File: src/hdl/ghull_pkg.sv
// ----------------------------------------------------------------------------
// ghull_pkg
// Shared types, codes and the CORDIC arctangent table for the hull block.
// ----------------------------------------------------------------------------
package ghull_pkg;

	localparam int COORD_WIDTH  = 16;
	localparam int CORDIC_ITERS = 28;
	localparam int CORDIC_GUARD = 16;

	typedef logic signed [COORD_WIDTH-1:0] coord_t;

	typedef enum logic [1:0] {
		ERR_NONE,
		ERR_FEW_POINTS,
		ERR_NO_CANDIDATE,
		ERR_STEP_OVERFLOW
	} err_code_t;

	typedef struct packed {
		coord_t point_x;
		coord_t point_y;
		logic   last_point;
	} in_item_t;

	typedef struct packed {
		coord_t    hull_x;
		coord_t    hull_y;
		logic      last_vertex;
		err_code_t error_code;
	} out_item_t;

	typedef struct packed {
		coord_t x;
		coord_t y;
	} point_t;

	typedef enum logic [3:0] {
		ST_IDLE,
		ST_CHECK,
		ST_MIN_RD,
		ST_MIN_EV,
		ST_INIT,
		ST_SEL_RD,
		ST_SEL_EV,
		ST_CORD_GO,
		ST_CORD_WAIT,
		ST_CMP,
		ST_PICK,
		ST_EMIT_RD,
		ST_EMIT_EV,
		ST_ERR,
		ST_CLEAR
	} state_t;

	typedef struct packed {
		logic      load_pt;
		logic      scan_clr;
		logic      scan_inc;
		logic      min_eval;
		logic      wrap_init;
		logic      cand_load;
		logic      cord_start;
		logic      cand_cmp;
		logic      pick;
		logic      advance;
		logic      emit_vertex;
		logic      emit_err;
		logic      set_err;
		err_code_t err;
		logic      wrap_clear;
	} cmd_t;

	typedef struct packed {
		logic count_lt2;
		logic scan_last;
		logic skip;
		logic cord_busy;
		logic found;
		logic step_ovf;
		logic closes;
		logic k_full;
		logic emit_last;
		logic out_free;
	} status_t;

	// atan(2^-i) in units of 2^-32 turn
	function automatic logic [31:0] atan_unit(input logic [4:0] i);
		logic [31:0] r;
		unique case (i)
			5'd0:  r = 32'h20000000;
			5'd1:  r = 32'h12E4051D;
			5'd2:  r = 32'h09FB385B;
			5'd3:  r = 32'h051111D4;
			5'd4:  r = 32'h028B0D43;
			5'd5:  r = 32'h0145D7E1;
			5'd6:  r = 32'h00A2F61E;
			5'd7:  r = 32'h00517C55;
			5'd8:  r = 32'h0028BE53;
			5'd9:  r = 32'h00145F2E;
			5'd10: r = 32'h000A2F98;
			5'd11: r = 32'h000517CC;
			5'd12: r = 32'h00028BE6;
			5'd13: r = 32'h000145F3;
			5'd14: r = 32'h0000A2F9;
			5'd15: r = 32'h0000517C;
			5'd16: r = 32'h000028BE;
			5'd17: r = 32'h0000145F;
			5'd18: r = 32'h00000A2F;
			5'd19: r = 32'h00000517;
			5'd20: r = 32'h0000028B;
			5'd21: r = 32'h00000145;
			5'd22: r = 32'h000000A2;
			5'd23: r = 32'h00000051;
			5'd24: r = 32'h00000028;
			5'd25: r = 32'h00000014;
			5'd26: r = 32'h0000000A;
			5'd27: r = 32'h00000005;
			default: r = 32'h0;
		endcase
		return r;
	endfunction

endpackage

File: src/hdl/ghull_ctrl.sv
// ----------------------------------------------------------------------------
// ghull_ctrl
// Hull controller: load, lowest-point scan, candidate walk, emit or error result, clear.
// ----------------------------------------------------------------------------
module ghull_ctrl (
	input  logic               clk,
	input  logic               arst_n,
	input  logic               in_valid,
	input  logic               last_point,
	output logic               in_ready,
	input  ghull_pkg::status_t sts,
	output ghull_pkg::cmd_t    cmd
);
	ghull_pkg::state_t state_q, state_d;

	always_ff @(posedge clk or negedge arst_n) begin
		if (!arst_n) begin
			state_q <= ghull_pkg::ST_IDLE;
		end else begin
			state_q <= state_d;
		end
	end

	always_comb begin
		state_d = state_q;
		unique case (state_q)
			ghull_pkg::ST_IDLE: begin
				if (in_valid && last_point) state_d = ghull_pkg::ST_CHECK;
			end
			ghull_pkg::ST_CHECK: begin
				state_d = sts.count_lt2 ? ghull_pkg::ST_ERR : ghull_pkg::ST_MIN_RD;
			end
			ghull_pkg::ST_MIN_RD: state_d = ghull_pkg::ST_MIN_EV;
			ghull_pkg::ST_MIN_EV: begin
				state_d = sts.scan_last ? ghull_pkg::ST_INIT : ghull_pkg::ST_MIN_RD;
			end
			ghull_pkg::ST_INIT:   state_d = ghull_pkg::ST_SEL_RD;
			ghull_pkg::ST_SEL_RD: state_d = ghull_pkg::ST_SEL_EV;
			ghull_pkg::ST_SEL_EV: begin
				if (!sts.skip) begin
					state_d = ghull_pkg::ST_CORD_GO;
				end else begin
					state_d = sts.scan_last ? ghull_pkg::ST_PICK : ghull_pkg::ST_SEL_RD;
				end
			end
			ghull_pkg::ST_CORD_GO: state_d = ghull_pkg::ST_CORD_WAIT;
			ghull_pkg::ST_CORD_WAIT: begin
				if (!sts.cord_busy) state_d = ghull_pkg::ST_CMP;
			end
			ghull_pkg::ST_CMP: begin
				state_d = sts.scan_last ? ghull_pkg::ST_PICK : ghull_pkg::ST_SEL_RD;
			end
			ghull_pkg::ST_PICK: begin
				priority if (!sts.found || sts.step_ovf) begin
					state_d = ghull_pkg::ST_ERR;
				end else if (sts.closes) begin
					state_d = ghull_pkg::ST_EMIT_RD;
				end else if (sts.k_full) begin
					state_d = ghull_pkg::ST_ERR;
				end else begin
					state_d = ghull_pkg::ST_SEL_RD;
				end
			end
			ghull_pkg::ST_EMIT_RD: state_d = ghull_pkg::ST_EMIT_EV;
			ghull_pkg::ST_EMIT_EV: begin
				if (sts.out_free) begin
					state_d = sts.emit_last ? ghull_pkg::ST_CLEAR : ghull_pkg::ST_EMIT_RD;
				end
			end
			ghull_pkg::ST_ERR: begin
				if (sts.out_free) state_d = ghull_pkg::ST_CLEAR;
			end
			ghull_pkg::ST_CLEAR: state_d = ghull_pkg::ST_IDLE;
			default: state_d = ghull_pkg::ST_IDLE;
		endcase
	end

	always_comb begin
		cmd      = '0;
		cmd.err  = ghull_pkg::ERR_NONE;
		in_ready = 1'b0;
		unique case (state_q)
			ghull_pkg::ST_IDLE: begin
				in_ready    = 1'b1;
				cmd.load_pt = in_valid;
			end
			ghull_pkg::ST_CHECK: begin
				cmd.scan_clr = 1'b1;
				cmd.set_err  = sts.count_lt2;
				cmd.err      = ghull_pkg::ERR_FEW_POINTS;
			end
			ghull_pkg::ST_MIN_EV: begin
				cmd.min_eval = 1'b1;
				cmd.scan_inc = !sts.scan_last;
			end
			ghull_pkg::ST_INIT: cmd.wrap_init = 1'b1;
			ghull_pkg::ST_SEL_EV: begin
				cmd.cand_load = !sts.skip;
				cmd.scan_inc  = sts.skip && !sts.scan_last;
			end
			ghull_pkg::ST_CORD_GO: cmd.cord_start = 1'b1;
			ghull_pkg::ST_CMP: begin
				cmd.cand_cmp = 1'b1;
				cmd.scan_inc = !sts.scan_last;
			end
			ghull_pkg::ST_PICK: begin
				priority if (!sts.found) begin
					cmd.set_err = 1'b1;
					cmd.err     = ghull_pkg::ERR_NO_CANDIDATE;
				end else if (sts.step_ovf) begin
					cmd.set_err = 1'b1;
					cmd.err     = ghull_pkg::ERR_STEP_OVERFLOW;
				end else if (sts.closes) begin
					cmd.pick     = 1'b1;
					cmd.scan_clr = 1'b1;
				end else if (sts.k_full) begin
					cmd.set_err = 1'b1;
					cmd.err     = ghull_pkg::ERR_STEP_OVERFLOW;
				end else begin
					cmd.pick    = 1'b1;
					cmd.advance = 1'b1;
				end
			end
			ghull_pkg::ST_EMIT_EV: begin
				cmd.emit_vertex = sts.out_free;
				cmd.scan_inc    = sts.out_free && !sts.emit_last;
			end
			ghull_pkg::ST_ERR:   cmd.emit_err   = sts.out_free;
			ghull_pkg::ST_CLEAR: cmd.wrap_clear = 1'b1;
			default: ;
		endcase
	end

endmodule

File: config.mk
export PLATFORM = sky130hd
export DESIGN_NAME = ghull_ctrl
export DESIGN_NICKNAME = d
export VERILOG_FILES = /design/src/hdl/ghull_pkg.sv /design/src/hdl/ghull_ctrl.sv
export SDC_FILE = /design/constraint.sdc
export NUM_CORES = 1
export LEC_CHECK = 0
export BUFFER_PORTS_ARGS = -buffer_cell sky130_fd_sc_hd__buf_2
export CAP_MARGIN = 20
export CELL_PAD_IN_SITES_DETAIL_PLACEMENT = 0
export CELL_PAD_IN_SITES_GLOBAL_PLACEMENT = 1
export CORE_UTILIZATION = 31
export DETAILED_ROUTE_END_ITERATION = 16
export PLACE_DENSITY = 0.84
export SYNTH_ARGS = -nofsm -noshare
export SYNTH_HDL_FRONTEND = slang
export SYNTH_SLANG_ARGS = --single-unit
File: constraint.sdc
create_clock -name clk -period 3.4 [get_ports clk]
set_clock_uncertainty 0.2 [all_clocks]
set_input_delay 0.34 -clock clk [delete_from_list [all_inputs] [get_ports clk]]
set_output_delay 0.34 -clock clk [all_outputs]
set_load 0.005 [all_outputs]
Yosys cells after proc, flatten, opt, wreduce, memory -nomap -nowiden. Index checks and enable logic that the tools add are counted.

Register bits: 4. Output and inout bits: 17. Memories kept: 0. RAM bits: 0. Bits of input ports: 14. Bits in read-only memories: 0. Bits in latches: 0.

Reduce and logical (&&, ||, !) cells: 11. Bitwise logic cells: 0. Multiplexer cells: 39. Add/subtract/negate cells: 0. Div/mod/pow operators: 0. Equality and inequality tests: 18. $lt $le $gt $ge: 0. Multiply operators: 0. Shift operators: 0.

Operators with widths (number): 4-bit one-hot mux with 14 select lines (1); 4-bit two-way mux (10); 4-bit equality test (second input constant) (7); 3-bit two-way mux (6); 4-bit by 3-bit equality test with 1-bit output (second input constant) (4); 1-bit two-way mux (15); 4-bit by 2-bit equality test with 1-bit output (second input constant) (2); 2-bit two-way mux (4); 2-bit inequality test (second input constant) (4); 3-bit one-hot mux with 2 select lines (1); 4-bit by 1-bit equality test with 1-bit output (second input constant) (1); 1-bit logical NOT (4); 4-bit logical NOT (1); 4-bit AND reduction (1); 1-bit logical AND (3); 1-bit one-hot mux with 3 select lines (1); 1-bit one-hot mux with 2 select lines (1); 2-bit OR reduction (1); 1-bit logical OR (1).

Longest topological paths before layout.
Depth after elaboration: 5. Gate-level depth with buffers: 6. Mapped depth without buffers: 4.

Worst setup path after synthesis. No wires, ideal clock.

Path type: flip-flop to output port. From: register state_q[0]. To: output cmd[13] (netlist name). Setup slack: 1.644 ns. Arrival: 1.216 ns. Stages on the path, launching flop included: 5. Required time: 2.860 ns. Cell sequence: dfrtp_1 buf_4 buf_2 nor4_1 o2bb2ai_1.

RTL lines: start, declared (line ghull_ctrl.sv:14) `ghull_pkg::state_t state_q, state_d;`; start signal, assigned (line ghull_ctrl.sv:18) `state_q <= ghull_pkg::ST_IDLE;`; start signal, assigned (line ghull_ctrl.sv:20) `state_q <= state_d;`; end, declared (line ghull_ctrl.sv:12) `output ghull_pkg::cmd_t cmd`.

==> reports/metrics.csv <==
stage;metric;value;unit
critical_path;worst_ep_required_time;2.86;ns
placement;hpwl;1290;um
floorplanning;die_h;45.2;um
global_route;grt_pass1_vias;619;
global_route;grt_max_degree;20;
yosys;synth_common_cells;nor2_1 (8), nor3_1 (7), a21oi_1 (6), inv_1 (6), nand2_1 (6);
layout;largest_reg_flops;4;
clock_tree;postCtsHoldBufs;1;
clock_tree;clk_latency;0.23;ns
yosys;synth_edf_count;0;
yosys;ys.warnings.count;0;
detailed_routing;vias;737;
detailed_routing;wirelength;1650;um
global_route;grt_util_met3;0.0160;
floorplanning;start_util;0.332;
sta;tns;0;ns
critical_path;worstSetupPathType;reg -> out;
yosys;syn_area;579;um2
sta;hold_violations;0;
power_and_ir_drop;p_leak;0.360;nW
detailed_routing;drtIter0Drc;5;
layout;areaGrowthSynthToFinish;29.2;%
yosys;syn_area_per_cell;6.74;um2
power_and_ir_drop;ir_drop;0.538;mV
layout;max_flop_register;state_q;
critical_path;critical_path.startpoint_type;flip-flop;
sta;period_share;0.668;
yosys;synth-seq-area-share;0.173;
global_route;met2_usage;0.275;
status;status;completed;
clock_tree;htreeDepth;1;
floorplanning;fp.dieW;45.2;um
power_and_ir_drop;power_density;737;nW/um2
placement;port_buffers;30;
detailed_routing;wl_per_cell;11.9;um
global_route;grt_pass1_wl;2720;um
sta;worst_slack;1.13;ns
layout;stdcell_count;138;
layout;diodes;0;
yosys;syn_nets;100;
layout;drive_gt1_frac;0.292;
critical_path;worstPathMaxFanout;19;
clock_tree;tritoncts;done;
global_route;busiest_layer;met2;
sta;slew_violations;0;
clock_tree;cts-root-buf;clkbuf_4;
clock_tree;clkTransAtPathRegs;0.04;ns
yosys;ys_types;34;
global_route;grt_util_all_layers;0.180;
detailed_routing;drtPass1Iterations;4;
yosys;synth-main-ff-cell;dfrtp_1;
floorplanning;core_area;1750;um2
global_route;overflow;0;
sta;tightest_slew;0.528;ns
floorplanning;pin_count;31;
detailed_routing;ant_nets;0;
yosys;synth.most_common_cell;nor2_1;
yosys;yosysTopAreaCell;dfrtp_1;
detailed_routing;drc;0;
sta;rsz0062_at_grt;no;
flow_run;maxCapViolCount;0;
sta;setup_viol;0;
placement;gp_congestion;0.822;
clock_tree;cts_max_path_buffers;2;
clock_tree;cts_buffers;3;
sta;slew_headroom;0.648;
detailed_routing;viasPerCell;5.34;
critical_path;arrival;1.73;ns
min_path;hold_class;in -> reg;
global_route;antenna_found_initial;0;
layout;nNetsFinal;129;
sta;max_clock_freq;440;MHz
yosys;synthCells;86;
yosys;synth_top_area_frac;0.173;
floorplanning;rows;15;
placement;place_ws;1.40;ns
yosys;yosys-top-cells-area;dfrtp_1 (17%), nor3_1 (6.0%), a21oi_1 (5.2%);
global_route;gr-usage-met1;0.252;
clock_tree;post-cts-setup-buffer-count;0;
layout;nFillCells;200;
yosys;synth-async-reset-ratio;1.00;
clock_tree;cts_resized;0;
floorplanning;die_area;2050;um2
placement;dp_cells;134;
yosys;yosys_register_bits;4;
sta;period_minus_slack;2.27;ns
layout;reg.largest.list;state_q x4;
critical_path;worstSetupEndpointType;primary output;
clock_tree;cts.sinks;4;
-- worst max-delay path: stages (launching register included) --
cell and delay, ns:
dfrtp_1 0.56, and2b_1 0.35, nand3_1 0.21, o21ai_0 0.23, buf_2 0.14
-- layout make-up --
class                   instances  area (um2)  share of cell area
repair buffers                 31         160               0.214
inverters                       6        22.5              0.0301
multi-input cells              69         412               0.550
clock buffers                   3        22.5              0.0301
flip-flops and latches          4         100               0.134
well taps                      25        31.3              0.0418
-- worst paths after layout --
path | from | end | slack [ns] | cells past startpoint
setup reg to reg | state_q[2]$_DFFE_PN0P_ | state_q[2]$_DFFE_PN0P_ | 1.55 | 4
hold / removal | sts[0] | state_q[0]$_DFFE_PN0P_ | 0.15 | 2
setup / recovery | state_q[2]$_DFFE_PN0P_ | cmd[1] | 1.13 | 4
min in group asynchronous | arst_n | state_q[0]$_DFFE_PN0P_ | 0.24 | 2
max in group asynchronous | arst_n | state_q[1]$_DFFE_PN0P_ | 2.64 | 2
hold reg to reg | state_q[1]$_DFFE_PN0P_ | state_q[3]$_DFFE_PN0P_ | 0.64 | 1
-- stage by stage --
| step | hold WS (ns) | util | cell area [um2] | power (mW) |
|---|---|---|---|---|
| finish | 0.153 | 0.429 | 748 | 0.551 |
| global route | 0.177 | 0.429 | 748 | 0.609 |
| CTS | 0.141 | 0.429 | 748 | 0.554 |
| detailed placement | -0.0534 | 0.410 | 716 | 0.491 |
| global placement | -0.0543 | 0.410 | 716 | 0.490 |
| floorplan | -0.156 | - | 579 | 0.417 |
-- cell families after synthesis --
kind of cell / count (synthesis) / share of synthesized area
simple gates: 40 / 0.367
compound gates: 29 / 0.343
flops: 4 / 0.173
buf+inv: 13 / 0.117
-- per-layer routing --
metal  part of all wire  vias to the layer above
li1                   -                      376
met1               0.47                      336
met2               0.47                       23
met3              0.045                        2
met4              0.010                        0
met5                  0                        -
-- cell usage in the layout (no fill, tap or decap), types with 2 or more instances in the layout --
master / count
o221ai_1: 2
o21ai_0: 5
nor2b_1: 2
dfrtp_1: 4
inv_1: 6
a21o_1: 2
nand2b_1: 2
nand3b_1: 3
buf_2: 30
nor3_1: 7
clkbuf_4: 3
o22ai_1: 2
nand2_1: 6
nand3_1: 2
nor4_1: 2
and2_1: 3
a21oi_1: 6
o211ai_1: 2
nor2_1: 8
or3_1: 2
o2bb2ai_1: 2
-- report_power, final --
group          switching, mW  total [mW]  internal, mW
Sequential            0.0934       0.165        0.0719
Combinational          0.171       0.328         0.156
Clock                 0.0192      0.0586        0.0395
Note: power is estimated with default switching activity, not from simulation.
